$ cat src/rtl/core/vsam_pkg.sv
// Shared types and constants of the vital-sign alarm monitor.
package vsam_pkg;

  // Field widths
  localparam int unsigned RATE_W = 8;
  localparam int unsigned TEMP_W = 13;
  localparam int unsigned OXY_W  = 7;
  localparam int unsigned CODE_W = 3;
  localparam int unsigned PRIO_W = 3;
  localparam int unsigned CFG_IDX_W  = 2;
  localparam int unsigned CFG_DATA_W = 13;

  // Default window depth
  localparam int unsigned WINDOW_DEPTH_DEF = 10;

  // Saturation bounds
  localparam logic [RATE_W-1:0] RATE_MIN = RATE_W'(50);
  localparam logic [RATE_W-1:0] RATE_MAX = RATE_W'(200);
  localparam logic [TEMP_W-1:0] TEMP_MIN = TEMP_W'(3500);
  localparam logic [TEMP_W-1:0] TEMP_MAX = TEMP_W'(4100);
  localparam logic [OXY_W-1:0]  OXY_MIN  = OXY_W'(80);
  localparam logic [OXY_W-1:0]  OXY_MAX  = OXY_W'(100);

  // Heart-rate band edges
  localparam logic [RATE_W-1:0] RATE_LOW_EDGE  = RATE_W'(70);
  localparam logic [RATE_W-1:0] RATE_BAND_LO   = RATE_W'(80);
  localparam logic [RATE_W-1:0] RATE_BAND_HI   = RATE_W'(140);
  localparam logic [RATE_W-1:0] RATE_HIGH_EDGE = RATE_W'(160);

  // Register reset values
  localparam logic              AUTO_RST     = 1'b1;
  localparam logic              AGE_RST      = 1'b1;
  localparam logic [OXY_W-1:0]  OXY_LIM_RST  = OXY_W'(92);
  localparam logic [TEMP_W-1:0] TEMP_LIM_RST = TEMP_W'(3750);

  // Register indexes
  localparam logic [CFG_IDX_W-1:0] CFG_AUTO     = 2'd0;
  localparam logic [CFG_IDX_W-1:0] CFG_AGE      = 2'd1;
  localparam logic [CFG_IDX_W-1:0] CFG_OXY_LIM  = 2'd2;
  localparam logic [CFG_IDX_W-1:0] CFG_TEMP_LIM = 2'd3;

  // Item modes
  localparam logic MODE_VITAL  = 1'b0;
  localparam logic MODE_ACTION = 1'b1;

  // Action codes
  localparam logic [CODE_W-1:0] ACT_FALL   = 3'd1;
  localparam logic [CODE_W-1:0] ACT_OXYGEN = 3'd2;
  localparam logic [CODE_W-1:0] ACT_TEMP   = 3'd3;
  localparam logic [CODE_W-1:0] ACT_HEART  = 3'd4;
  localparam logic [CODE_W-1:0] ACT_MANUAL = 3'd5;

  // Priorities
  localparam logic [PRIO_W-1:0] PRIO_NONE = 3'd0;
  localparam logic [PRIO_W-1:0] PRIO_LOW  = 3'd1;
  localparam logic [PRIO_W-1:0] PRIO_MID  = 3'd2;
  localparam logic [PRIO_W-1:0] PRIO_OXY  = 3'd3;
  localparam logic [PRIO_W-1:0] PRIO_TEMP = 3'd4;

  // Window control from the evaluator
  typedef struct packed {
    logic push;
    logic clear;
  } win_ctrl_t;

endpackage

$ cat src/rtl/core/vital_sign_alarm_monitor.sv
// Top level of the vital-sign alarm monitor: input register, evaluation, result register.
//
//  channel | direction | transfer when             | payload
//  in      | input     | in_valid_i & !in_stall_o  | mode, heart rate, temp, oxygen, action
//  out     | output    | out_valid_o & !out_stall_i| readings, four alarm flags, priority
//  cfg     | input     | cfg_we_i                  | cfg_idx_i, cfg_wdata_i
//
// One item per cycle unless in_stall_o is high; records leave from the result register.
// The whole evaluation is one pass between the input and result registers; the window
// sums are kept running, so no step walks the window.
// Reset zeroes windows and readings, presets cfg registers at once; no clearing pass.
// While a record waits on out_stall_i, items that yield no record keep moving, and one
// more item is held in the input register.
module vital_sign_alarm_monitor #(
  parameter int unsigned WINDOW_DEPTH = vsam_pkg::WINDOW_DEPTH_DEF
) (
  input  logic                           clk_i,
  input  logic                           rst_ni,
  // configuration
  input  logic                           cfg_we_i,
  input  logic [vsam_pkg::CFG_IDX_W-1:0]  cfg_idx_i,
  input  logic [vsam_pkg::CFG_DATA_W-1:0] cfg_wdata_i,
  // input channel
  input  logic                           in_valid_i,
  output logic                           in_stall_o,
  input  logic                           mode_i,
  input  logic [vsam_pkg::RATE_W-1:0]     heart_rate_i,
  input  logic [vsam_pkg::TEMP_W-1:0]     body_temp_centi_i,
  input  logic [vsam_pkg::OXY_W-1:0]      oxygenation_i,
  input  logic [vsam_pkg::CODE_W-1:0]     action_code_i,
  // output channel
  output logic                           out_valid_o,
  input  logic                           out_stall_i,
  output logic [vsam_pkg::RATE_W-1:0]     rate_reading_o,
  output logic [vsam_pkg::TEMP_W-1:0]     temp_reading_o,
  output logic [vsam_pkg::OXY_W-1:0]      oxygen_reading_o,
  output logic                           fall_alarm_o,
  output logic                           heart_alarm_o,
  output logic                           temp_alarm_o,
  output logic                           oxygen_alarm_o,
  output logic [vsam_pkg::PRIO_W-1:0]     alarm_priority_o
);
  import vsam_pkg::*;

  localparam int unsigned TSUM_W = TEMP_W + $clog2(WINDOW_DEPTH);
  localparam int unsigned OSUM_W = OXY_W + $clog2(WINDOW_DEPTH);

  // Configuration registers
  logic              auto_q, age_q;
  logic [OXY_W-1:0]  oxy_lim_q;
  logic [TEMP_W-1:0] temp_lim_q;

  always_ff @(posedge clk_i or negedge rst_ni) begin
    if (!rst_ni) begin
      auto_q     <= AUTO_RST;
      age_q      <= AGE_RST;
      oxy_lim_q  <= OXY_LIM_RST;
      temp_lim_q <= TEMP_LIM_RST;
    end else if (cfg_we_i) begin
      unique case (cfg_idx_i)
        CFG_AUTO:     auto_q     <= cfg_wdata_i[0];
        CFG_AGE:      age_q      <= cfg_wdata_i[0];
        CFG_OXY_LIM:  oxy_lim_q  <= cfg_wdata_i[OXY_W-1:0];
        CFG_TEMP_LIM: temp_lim_q <= cfg_wdata_i[TEMP_W-1:0];
        default: ;
      endcase
    end
  end

  // Input register
  logic              in_valid_q;
  logic              mode_q;
  logic [RATE_W-1:0] rate_in_q;
  logic [TEMP_W-1:0] temp_in_q;
  logic [OXY_W-1:0]  oxy_in_q;
  logic [CODE_W-1:0] code_q;
  logic              in_xfer, fire;

  assign in_stall_o = in_valid_q && !fire;
  assign in_xfer    = in_valid_i && !in_stall_o;

  always_ff @(posedge clk_i or negedge rst_ni) begin
    if (!rst_ni) begin
      in_valid_q <= 1'b0;
    end else if (in_xfer) begin
      in_valid_q <= 1'b1;
    end else if (fire) begin
      in_valid_q <= 1'b0;
    end
  end

  always_ff @(posedge clk_i) begin
    if (in_xfer) begin
      mode_q    <= mode_i;
      rate_in_q <= heart_rate_i;
      temp_in_q <= body_temp_centi_i;
      oxy_in_q  <= oxygenation_i;
      code_q    <= action_code_i;
    end
  end

  // Saturation
  logic [RATE_W-1:0] rate_sat;
  logic [TEMP_W-1:0] temp_sat;
  logic [OXY_W-1:0]  oxy_sat;

  assign rate_sat = (rate_in_q < RATE_MIN) ? RATE_MIN :
                    (rate_in_q > RATE_MAX) ? RATE_MAX : rate_in_q;
  assign temp_sat = (temp_in_q < TEMP_MIN) ? TEMP_MIN :
                    (temp_in_q > TEMP_MAX) ? TEMP_MAX : temp_in_q;
  assign oxy_sat  = (oxy_in_q < OXY_MIN) ? OXY_MIN :
                    (oxy_in_q > OXY_MAX) ? OXY_MAX : oxy_in_q;

  // Windows
  win_ctrl_t         t_ctrl, o_ctrl;
  logic              t_full_next, o_full_next;
  logic [TSUM_W-1:0] t_sum_next;
  logic [OSUM_W-1:0] o_sum_next;

  vsam_window #(
    .DATA_W(TEMP_W), .DEPTH(WINDOW_DEPTH), .SUM_W(TSUM_W)
  ) u_temp_win (
    .clk_i, .rst_ni, .ctrl_i(t_ctrl), .data_i(temp_sat),
    .full_next_o(t_full_next), .sum_next_o(t_sum_next)
  );

  vsam_window #(
    .DATA_W(OXY_W), .DEPTH(WINDOW_DEPTH), .SUM_W(OSUM_W)
  ) u_oxy_win (
    .clk_i, .rst_ni, .ctrl_i(o_ctrl), .data_i(oxy_sat),
    .full_next_o(o_full_next), .sum_next_o(o_sum_next)
  );

  // Alarm evaluation
  logic              is_vital, act_ok, has_result;
  logic              heart_alm, oxy_alm, temp_alm;
  logic [PRIO_W-1:0] heart_prio, auto_prio;

  assign is_vital = (mode_q == MODE_VITAL);

  assign oxy_alm  = auto_q && o_full_next &&
                    (o_sum_next < OSUM_W'(oxy_lim_q) * OSUM_W'(WINDOW_DEPTH));
  assign temp_alm = auto_q && t_full_next &&
                    (t_sum_next > TSUM_W'(temp_lim_q) * TSUM_W'(WINDOW_DEPTH));

  // Heart band
  always_comb begin
    heart_alm  = 1'b0;
    heart_prio = PRIO_NONE;
    if (auto_q && age_q) begin
      heart_alm = !((rate_sat > RATE_BAND_LO) && (rate_sat < RATE_BAND_HI));
      if (rate_sat <= RATE_LOW_EDGE)      heart_prio = PRIO_LOW;
      else if (rate_sat <= RATE_BAND_LO)  heart_prio = PRIO_MID;
      else if (rate_sat < RATE_BAND_HI)   heart_prio = PRIO_NONE;
      else if (rate_sat < RATE_HIGH_EDGE) heart_prio = PRIO_MID;
      else                                heart_prio = PRIO_LOW;
    end
  end

  // Later rules win: temperature over oxygen over heart
  assign auto_prio = temp_alm ? PRIO_TEMP : oxy_alm ? PRIO_OXY : heart_prio;

  always_comb begin
    case (code_q) inside
      ACT_FALL, ACT_OXYGEN, ACT_TEMP, ACT_HEART, ACT_MANUAL: act_ok = 1'b1;
      default: act_ok = 1'b0;
    endcase
  end

  assign has_result = is_vital ? (heart_alm || oxy_alm || temp_alm) : act_ok;

  // Output register
  logic              out_valid_q;
  logic [RATE_W-1:0] last_rate_q;
  logic [TEMP_W-1:0] last_temp_q;
  logic [OXY_W-1:0]  last_oxy_q;
  logic [RATE_W-1:0] rec_rate_q;
  logic [TEMP_W-1:0] rec_temp_q;
  logic [OXY_W-1:0]  rec_oxy_q;
  logic              fall_q, heart_q, temp_q, oxy_q;
  logic [PRIO_W-1:0] prio_q;
  logic              emit;

  // An item moves on unless it has a record and the result register is held
  assign fire = in_valid_q && (!has_result || !out_valid_q || !out_stall_i);
  assign emit = fire && has_result;

  assign t_ctrl.push  = fire && is_vital;
  assign t_ctrl.clear = fire && is_vital && temp_alm;
  assign o_ctrl.push  = fire && is_vital;
  assign o_ctrl.clear = fire && is_vital && oxy_alm;

  always_ff @(posedge clk_i or negedge rst_ni) begin
    if (!rst_ni) begin
      out_valid_q <= 1'b0;
      last_rate_q <= '0;
      last_temp_q <= '0;
      last_oxy_q  <= '0;
    end else begin
      if (emit) begin
        out_valid_q <= 1'b1;
      end else if (!out_stall_i) begin
        out_valid_q <= 1'b0;
      end
      if (fire && is_vital) begin
        last_rate_q <= rate_sat;
        last_temp_q <= temp_sat;
        last_oxy_q  <= oxy_sat;
      end
    end
  end

  // Record fields; readings are captured with the record so a held record keeps them
  always_ff @(posedge clk_i) begin
    if (emit) begin
      if (is_vital) begin
        rec_rate_q <= rate_sat;
        rec_temp_q <= temp_sat;
        rec_oxy_q  <= oxy_sat;
        fall_q     <= 1'b0;
        heart_q    <= heart_alm;
        temp_q     <= temp_alm;
        oxy_q      <= oxy_alm;
        prio_q     <= auto_prio;
      end else begin
        rec_rate_q <= last_rate_q;
        rec_temp_q <= last_temp_q;
        rec_oxy_q  <= last_oxy_q;
        fall_q     <= (code_q == ACT_FALL);
        heart_q    <= (code_q == ACT_HEART);
        temp_q     <= (code_q == ACT_TEMP);
        oxy_q      <= (code_q == ACT_OXYGEN);
        prio_q     <= (code_q == ACT_MANUAL) ? PRIO_NONE : PRIO_LOW;
      end
    end
  end

  assign out_valid_o      = out_valid_q;
  assign rate_reading_o   = rec_rate_q;
  assign temp_reading_o   = rec_temp_q;
  assign oxygen_reading_o = rec_oxy_q;
  assign fall_alarm_o     = fall_q;
  assign heart_alarm_o    = heart_q;
  assign temp_alarm_o     = temp_q;
  assign oxygen_alarm_o   = oxy_q;
  assign alarm_priority_o = prio_q;

`ifndef SYNTHESIS
  // A cleared window cannot report full on the next sample
  a_temp_clear_empties: assert property (@(posedge clk_i) disable iff (!rst_ni)
    t_ctrl.clear |=> !t_full_next)
    else $error("temperature window full right after clear");

  a_oxy_clear_empties: assert property (@(posedge clk_i) disable iff (!rst_ni)
    o_ctrl.clear |=> !o_full_next)
    else $error("oxygen window full right after clear");

  // A fall record carries only the fall flag at low priority
  a_fall_record: assert property (@(posedge clk_i) disable iff (!rst_ni)
    (out_valid_o && fall_alarm_o) |->
      (!heart_alarm_o && !temp_alarm_o && !oxygen_alarm_o && alarm_priority_o == PRIO_LOW))
    else $error("fall record with other flags or wrong priority");
`endif

endmodule

$ cat src/rtl/core/vsam_window.sv
// Sample window: shift line with a running sum and a full indication.
module vsam_window #(
  parameter int unsigned DATA_W = vsam_pkg::TEMP_W,
  parameter int unsigned DEPTH  = vsam_pkg::WINDOW_DEPTH_DEF,
  parameter int unsigned SUM_W  = DATA_W + $clog2(DEPTH)
) (
  input  logic                clk_i,
  input  logic                rst_ni,
  input  vsam_pkg::win_ctrl_t ctrl_i,
  input  logic [DATA_W-1:0]   data_i,
  output logic                full_next_o,
  output logic [SUM_W-1:0]    sum_next_o
);
  import vsam_pkg::*;

  logic [DATA_W-1:0] taps_q [DEPTH];
  logic [SUM_W-1:0]  sum_q;

  // Window as it would stand once data_i has entered
  assign sum_next_o  = sum_q + SUM_W'(data_i) - SUM_W'(taps_q[DEPTH-1]);
  assign full_next_o = (taps_q[DEPTH-2] != '0);

  // Shift in on push, zero everything on clear
  always_ff @(posedge clk_i or negedge rst_ni) begin
    if (!rst_ni) begin
      for (int k = 0; k < DEPTH; k++) taps_q[k] <= '0;
      sum_q <= '0;
    end else if (ctrl_i.clear) begin
      for (int k = 0; k < DEPTH; k++) taps_q[k] <= '0;
      sum_q <= '0;
    end else if (ctrl_i.push) begin
      taps_q[0] <= data_i;
      for (int k = 1; k < DEPTH; k++) taps_q[k] <= taps_q[k-1];
      sum_q <= sum_next_o;
    end
  end

endmodule

$ cat config.mk
export PLATFORM = sky130hd
export DESIGN_NAME = vital_sign_alarm_monitor
export DESIGN_NICKNAME = d
export VERILOG_FILES = /design/src/rtl/core/vsam_pkg.sv /design/src/rtl/core/vital_sign_alarm_monitor.sv /design/src/rtl/core/vsam_window.sv
export SDC_FILE = /design/constraint.sdc
export NUM_CORES = 1
export LEC_CHECK = 0
export ABC_AREA = 1
export BUFFER_PORTS_ARGS = -buffer_cell sky130_fd_sc_hd__buf_2
export CORE_ASPECT_RATIO = 0.6
export CORE_MARGIN = 5
export CORE_UTILIZATION = 45
export DETAILED_ROUTE_END_ITERATION = 10
export GPL_ROUTABILITY_DRIVEN = 0
export MAX_ROUTING_LAYER = met4
export SYNTH_ARGS = -nofsm -noshare
export SYNTH_HDL_FRONTEND = slang
export SYNTH_SLANG_ARGS = --single-unit
$ cat constraint.sdc
create_clock -name clk_i -period 9.75 [get_ports clk_i]
set_input_delay 0.975 -clock clk_i [delete_from_list [all_inputs] [get_ports clk_i]]
set_output_delay 0.975 -clock clk_i [all_outputs]
set_load 0.01 [all_outputs]
After elaboration in Yosys (flattened, before gate mapping)
Index checks and enable logic that the tools add are counted.
{ "op_classes": {"addsub": 4, "n_mul": 2, "magnitude_cmp": 13, "eq_ne": 9, "n_mux": 36, "bitwise_logic": 1, "n_reduce_logical": 34} }
{ "ops": {"columns": ["cell", "count"], "rows": [
  ["2-to-1 mux 130 bit", 2],
  ["2-to-1 mux 70 bit", 2],
  ["2-to-1 mux 13 bit", 3],
  ["2-to-1 mux 17 bit", 2],
  ["2-to-1 mux 8 bit", 3],
  ["2-to-1 mux 11 bit", 2],
  ["2-to-1 mux 7 bit", 3],
  ["adder 17 x 13 -> 17 bit", 1],
  ["> comparator 17 bit", 1],
  ["subtractor 17 x 13 -> 17 bit", 1],
  ["less-or-equal comparator 8 x 7 -> 1 bit, second input constant", 2],
  ["less-than comparator 8 bit, second input constant", 2],
  ["multiplier 13 x 3 -> 16 bit, second input constant", 1],
  ["> comparator 13 bit, second input constant", 1],
  ["logical AND 1 bit", 13],
  ["less-than comparator 13 x 12 -> 1 bit, second input constant", 1],
  ["nonzero test 13 bit", 1],
  ["adder 11 x 7 -> 11 bit", 1],
  ["less-than comparator 11 bit", 1],
  ["2-to-1 mux 1 bit", 11],
  ["subtractor 11 x 7 -> 11 bit", 1],
  ["multiplier 7 x 3 -> 10 bit, second input constant", 1],
  ["2-to-1 mux 2 bit", 5],
  ["2-to-1 mux 3 bit", 3],
  ["19 further kinds", 35]
]} }
{ "word_totals": {"register_bits": 347, "in_bits": 52, "out_inout_bits": 37, "wordCells": 143} }

Longest topological paths before layout
{ "logic_depth": {"word_depth": 19, "ltp_mapped": 37, "ltp_nobuf": 35} }

By module
Synthesis repeated with hierarchy kept, for this count alone.
{ "hier_totals": {"cells_unflattened": 1909, "hier_area_um2": 17206.5} }
{ "modules_own_cells": {"columns": ["module", "instances", "cells_each", "area_each_um2", "seq_area_each_um2"], "rows": [
  ["vsam_window (u_temp_win)", 1, 782, 6919.1, 3678.5],
  ["vital_sign_alarm_monitor", 1, 703, 6481.2, 3329.4],
  ["vsam_window (u_oxy_win)", 1, 424, 3806.2, 2026.9]
]} }

Worst setup path after synthesis
Ideal clock, no wire load.
{ "synth_path": {"kind": "reg-to-reg", "startpoint": "reg temp_in_q[4]", "endpoint": "reg prio_q[0], in the netlist alarm_priority_o[0] (enable)", "setup_time_ps": 390, "arrival_ps": 5201, "setup_slack_ps": 4159, "stages_incl_launch_ff": 35, "n_path_buf": 0, "period_less_slack_ps": 5591, "path_cell_list": "edfxtp_1 > o21ai_0 > nor2_1 > nor2_1 > o21ai_0 > a31oi_1 > inv_1 > a21oi_1 > inv_1 > fa_1 > inv_1 > ha_1 > nand2_1 > o21ai_0 > nand2_1 > nand4_1 > nand3_1 > nand2_1 > nand3_1 > nand2_1 > xor2_1 > ha_1 > nand2_1 > o21ai_0 > a21oi_1 > nand2_1 > nand2_1 > nand2_1 > nor2_1 > nand2_2 > nand3_4 > nand2_4 > inv_1 > nand3_1 > inv_1"} }
{ "synth_between": {"elab_chain_len": 14, "word_cells_on_any_way": 15, "classes_between": "add/sub: 2; order compare: 3; mux: 3; reduce/logical: 7"} }
{ "synth_rtl": {"columns": ["element", "line_no", "rtl"], "rows": [
  ["start, declared", "vital_sign_alarm_monitor.sv:74", "logic [TEMP_W-1:0] temp_in_q;"],
  ["start signal, assigned", "vital_sign_alarm_monitor.sv:96", "temp_in_q <= body_temp_centi_i;"],
  ["> comparator 13 bit", "vital_sign_alarm_monitor.sv:110", "(temp_in_q > TEMP_MAX) ? TEMP_MAX : temp_in_q;"],
  ["2-to-1 mux 13 bit", "vital_sign_alarm_monitor.sv:110", null],
  ["2-to-1 mux 13 bit (*)", "vital_sign_alarm_monitor.sv:109", "assign temp_sat = (temp_in_q < TEMP_MIN) ? TEMP_MIN :"],
  ["adder 17 x 13 -> 17 bit (*)", "vsam_window.sv:20", "assign sum_next_o = sum_q + SUM_W'(data_i) - SUM_W'(taps_q[DEPTH-1]);"],
  ["subtractor 17 x 13 -> 17 bit (*)", "vsam_window.sv:20", null],
  ["> comparator 17 bit (*)", "vital_sign_alarm_monitor.sv:144", "(t_sum_next > TSUM_W'(temp_lim_q) * TSUM_W'(WINDOW_DEPTH));"],
  ["logical AND 1 bit (*)", "vital_sign_alarm_monitor.sv:143", "assign temp_alm = auto_q && t_full_next &&"],
  ["logical OR 1 bit (*)", "vital_sign_alarm_monitor.sv:170", "assign has_result = is_vital ? (heart_alm || oxy_alm || temp_alm) : act_ok;"],
  ["2-to-1 mux 1 bit (*)", "vital_sign_alarm_monitor.sv:170", null],
  ["logical NOT 1 bit", "vital_sign_alarm_monitor.sv:185", "assign fire = in_valid_q && (!has_result || !out_valid_q || !out_stall_i);"],
  ["logical OR 1 bit (2 in series)", "vital_sign_alarm_monitor.sv:185", null],
  ["logical AND 1 bit", "vital_sign_alarm_monitor.sv:185", null],
  ["logical AND 1 bit (*)", "vital_sign_alarm_monitor.sv:186", "assign emit = fire && has_result;"],
  ["net emit", "vital_sign_alarm_monitor.sv:182", "logic emit;"],
  ["end signal, assigned", "vital_sign_alarm_monitor.sv:224", "prio_q <= auto_prio;"],
  ["end signal, assigned", "vital_sign_alarm_monitor.sv:233", "prio_q <= (code_q == ACT_MANUAL) ? PRIO_NONE : PRIO_LOW;"],
  ["end, declared", "vital_sign_alarm_monitor.sv:181", "logic [PRIO_W-1:0] prio_q;"]
]} }
Mark *: on every way through the listed nets, which the timed path passes. The rest lies on a longest branch.
A chain may end at the register's enable or synchronous reset.

Worst setup path after layout
{ "layout_path": {"startpoint": "reg oxy_in_q[6]", "endpoint": "out in_stall_o"} }
{ "layout_between": {"elab_chain_len": 16, "word_cells_on_any_way": 17, "classes_between": "add/sub: 2; order compare: 3; mux: 3; reduce/logical: 9"} }
{ "layout_rtl": {"columns": ["element", "line_no", "rtl"], "rows": [
  ["start, declared", "vital_sign_alarm_monitor.sv:75", "logic [OXY_W-1:0] oxy_in_q;"],
  ["start signal, assigned", "vital_sign_alarm_monitor.sv:97", "oxy_in_q <= oxygenation_i;"],
  ["> comparator 7 bit", "vital_sign_alarm_monitor.sv:112", "(oxy_in_q > OXY_MAX) ? OXY_MAX : oxy_in_q;"],
  ["2-to-1 mux 7 bit", "vital_sign_alarm_monitor.sv:112", null],
  ["2-to-1 mux 7 bit (*)", "vital_sign_alarm_monitor.sv:111", "assign oxy_sat = (oxy_in_q < OXY_MIN) ? OXY_MIN :"],
  ["adder 11 x 7 -> 11 bit (*)", "vsam_window.sv:20", null],
  ["subtractor 11 x 7 -> 11 bit (*)", "vsam_window.sv:20", null],
  ["less-than comparator 11 bit (*)", "vital_sign_alarm_monitor.sv:142", "(o_sum_next < OSUM_W'(oxy_lim_q) * OSUM_W'(WINDOW_DEPTH));"],
  ["logical AND 1 bit (*)", "vital_sign_alarm_monitor.sv:141", "assign oxy_alm = auto_q && o_full_next &&"],
  ["logical OR 1 bit (*) (2 in series)", "vital_sign_alarm_monitor.sv:170", null],
  ["2-to-1 mux 1 bit (*)", "vital_sign_alarm_monitor.sv:170", null],
  ["logical NOT 1 bit (*)", "vital_sign_alarm_monitor.sv:185", null],
  ["logical OR 1 bit (*) (2 in series)", "vital_sign_alarm_monitor.sv:185", null],
  ["logical AND 1 bit (*)", "vital_sign_alarm_monitor.sv:185", null],
  ["logical NOT 1 bit (*)", "vital_sign_alarm_monitor.sv:79", "assign in_stall_o = in_valid_q && !fire;"],
  ["logical AND 1 bit (*)", "vital_sign_alarm_monitor.sv:79", null],
  ["end, declared", "vital_sign_alarm_monitor.sv:25", "output logic in_stall_o,"]
]} }
Every way passes the cells marked *; elsewhere a longest branch is shown, timed or not.

==> out/metrics.yaml <==
swShare_pct: 42.8
power_density_nw_per_um2: 368
clk_path_buf_depth: 3
die_w_um: 259
finClkSkew_ps: 18.8
die_y_um: 159
p_leak_nw: 9.36
cts_resized: 0
tightest_slew_ps: 1220
cts_tree: "built"
routed_wl_um: 37600
clkTransAtPathRegs_ps: 60
ioPinCount: 89
drt_iter0_drc: 886
placed_area_um2: 17500
syn_nets: 2004
vdd_drop_max_mv: 0.248
slew-limit-headroom_pct: 17.8
ys_seq_area_share_pct: 54.1
synth_edf_count: 67
portBuffers: 88
antenna_found_initial: 1
core_um2: 36500
grt_setup_unrepaired: "no"
synth_area_leaders: "dfrtp_1 40%, nand2_1 14%, edfxtp_1 12%"
grt_max_degree: 176
max_cap_violations: 0
synth_top_cell_by_area: "dfrtp_1"
firstDrtPassIters: 7
syn_avg_cell_area_um2: 9.05
ys_warn_count: 0
hpwl_um: 25800
drt-wirelength-per-cell_um: 15.6
drive_above_1_share_pct: 9.42
synth_cell_type_count: 44
required_ps: 8780
design_area_um2: 18600
layout_min_cycle_time_ps: 7440
htreeDepth: 2
grt_pass1_wl_um: 62100
power_frac_seq_pct: 33.4
cp-start-kind: "register"
fmax_ghz: 0.134
synthArstFlopShare_pct: 80.7
slew_viol_final: 0
grt_usage_pct: 18.9
synth_top_area_share_pct: 40.0
status: "finished, final reports clean"
critical_path_arrival_ps: 6470
pwr-share-clk_pct: 19.4
die_area_um2: 41200
syn_area_um2: 16700
crit_type: "register to primary output"
overflow: 0
clock-sinks: 347
setup_viol: 0
ant_nets: 0
synthCells: 1845
hold_viol_final: 0
drc: 0
critPathMaxFanout: 7
p_int_mw: 3.92
clk-insertion-delay-late_ps: 540
hold_buffers: 0
p_sw_mw: 2.93
p_comb_share_pct: 47.2
synth_flop_cell: "dfrtp_1"
antennaDiodeCount: 0
holdCritPathClass: "primary input to async pin"
ff2ff_path_depth: 32
cts_made_buffers: 34
start_util_pct: 45.8
fin_nets: 2075
area_growth_pct: 11.5
fin_setup_tns_ps: 0
root_buffer: "clkbuf_16"
fin_crit_sh_pct: 76.3
grt_pass1_vias: 11700
end_kind: "primary output"
yosys_register_bits: 347
dr_total_vias: 12000
post_cts_buffers: 0
routed_via_density: 4.96
fp-row-count: 54
## per-layer routing
metal  wire (µm)  global-route usage, %  vias up
met2       15300                   26.0      250
met4         503                   3.64        0
met3        2140                   3.98       42
met5           0                      -        -
met1       19700                   28.9     5745
li1            -                      -     5961
## cell type report
| class | instances | area, µm² |
|---|---|---|
| Clock inverter | 13 | 111 |
| Sequential cell | 347 | 9030 |
| Inverter | 251 | 942 |
| Timing Repair Buffer | 99 | 571 |
| Clock buffer | 49 | 1010 |
| Multi-Input combinational cell | 1183 | 6350 |
| Fill cell | 3381 | 17900 |
| Tap cell | 476 | 596 |
## synthesized netlist by cell type, types with 5 or more instances
master and n:
nand4_1 9, nor3_1 8, nand3_1 39, clkbuf_1 23
dfrtp_1 267, fa_1 22, inv_1 251, nand2_1 625
buf_6 10, buf_4 10, buf_2 19, dfstp_2 13
mux2_2 6, nor2_1 47, o21ai_0 206, edfxtp_1 67
xor2_1 30, nor4_1 5, a21oi_1 58, xnor2_1 8
ha_1 85
## placed cells by master, fill, tap and decap left out, types with 2 or more instances in the layout
cell         n
ha_1        85
dfstp_2     13
nand2_1    625
a21oi_1     58
o21ai_1      2
mux2_2       6
nand3_4      2
clkbuf_8     6
buf_4        8
buf_2       87
o211ai_1     2
clkbuf_1     7
a21o_1       2
clkbuf_16   36
nand4_1      9
dfrtp_1    267
nor4_1       5
buf_12       3
o21bai_1     3
a31oi_1      4
o21ai_0    206
xnor2_1      8
clkinv_1     3
nand3_1     38
nand2_2      4
xor2_1      30
nor2_4       2
nor3_1       8
fa_1        22
o21a_1       3
clkinv_2     5
nor2_1      47
inv_1      251
edfxtp_1    67
## power groups by stage
| stage | logic (mW) | registers [mW] | clock network [mW] |
|---|---|---|---|
| after floorplan | 2.35 | 2.24 | 0 |
| after global placement | 3.11 | 2.30 | 0 |
| after detailed placement | 3.20 | 2.30 | 0 |
| after CTS | 3.22 | 2.29 | 1.37 |
| after global routing | 3.72 | 2.35 | 1.43 |
| final | 3.23 | 2.29 | 1.33 |
## sequential cells by signal (all words and copies together), names as in the netlist, 8 cells and up
name               flops
last_rate_q            8
last_temp_q           13
rate_in_q              8
rate_reading_o         8
temp_in_q             13
temp_lim_q            13
temp_reading_o        13
u_oxy_win.sum_q       11
u_oxy_win.taps_q      70
u_temp_win.sum_q      17
u_temp_win.taps_q    130
## through the flow
stage          setup slack, ps  std cells  util, %  hold slack, ps  power [mW]
2_1_floorplan             4160       1845        -             422        4.60
3_3_place_gp              2840       2356     48.0             434        5.41
3_5_place_dp              2670       2356     48.0             441        5.50
4_1_cts                   2270       2418     51.0             457        6.88
5_1_grt                   1750       2418     51.0             476        7.50
6_report                  2310       2418     51.0             442        6.85
## path summary, 6_finish.rpt
path | end | slack, ps | start
worst max-delay path | in_stall_o | 2310 | oxy_in_q[6]$_DFFE_PP_
worst min register to register | last_oxy_q[6]$_DFFE_PN0P_ | 450 | last_oxy_q[6]$_DFFE_PN0P_
min in group clk_i | last_oxy_q[6]$_DFFE_PN0P_ | 450 | last_oxy_q[6]$_DFFE_PN0P_
max in group asynchronous | u_temp_win.taps_q[45]$_DFFE_PN0P_ | 7820 | rst_ni
worst max register to register | last_temp_q[7]$_DFFE_PN0P_ | 2630 | temp_in_q[4]$_DFFE_PP_
worst min-delay path | u_oxy_win.taps_q[47]$_DFFE_PN0P_ | 440 | rst_ni
## logic make-up (layout without fill, tap and decap cells)
kind of cell	Yosys count	count (layout)	share of synthesized area [%]
and+or+nand+nor	745	745	17.7
DFF	347	347	54.1
buffers and inverters	315	412	7.91
AOI/OAI and AO/OA	286	286	8.87
adders and majority gates	107	107	9.01
xor gates and xnor gates	38	38	1.99
muxes	6	6	0.405
other	1	1	0.0225
## critical path, stage by stage (launching register included)
cell	delay [ps]
edfxtp_1	380
nand2_1	250
a21oi_1	90
o21ai_0	780
fa_1	550
inv_1	70
ha_1	270
a21oi_1	130
nand2_1	90
a21boi_0	320
o21ai_0	200
a21oi_1	160
nor2_1	60
nor2_1	120
xor2_1	200
inv_1	60
ha_1	280
nand2_1	80
nor2_1	50
a211oi_1	200
nand3_1	190
nor2_1	530
nor2_1	130
nand2_2	130
nand3_4	130
nor2_1	280
buf_2	200
Power figures use the tool's default switching activity.
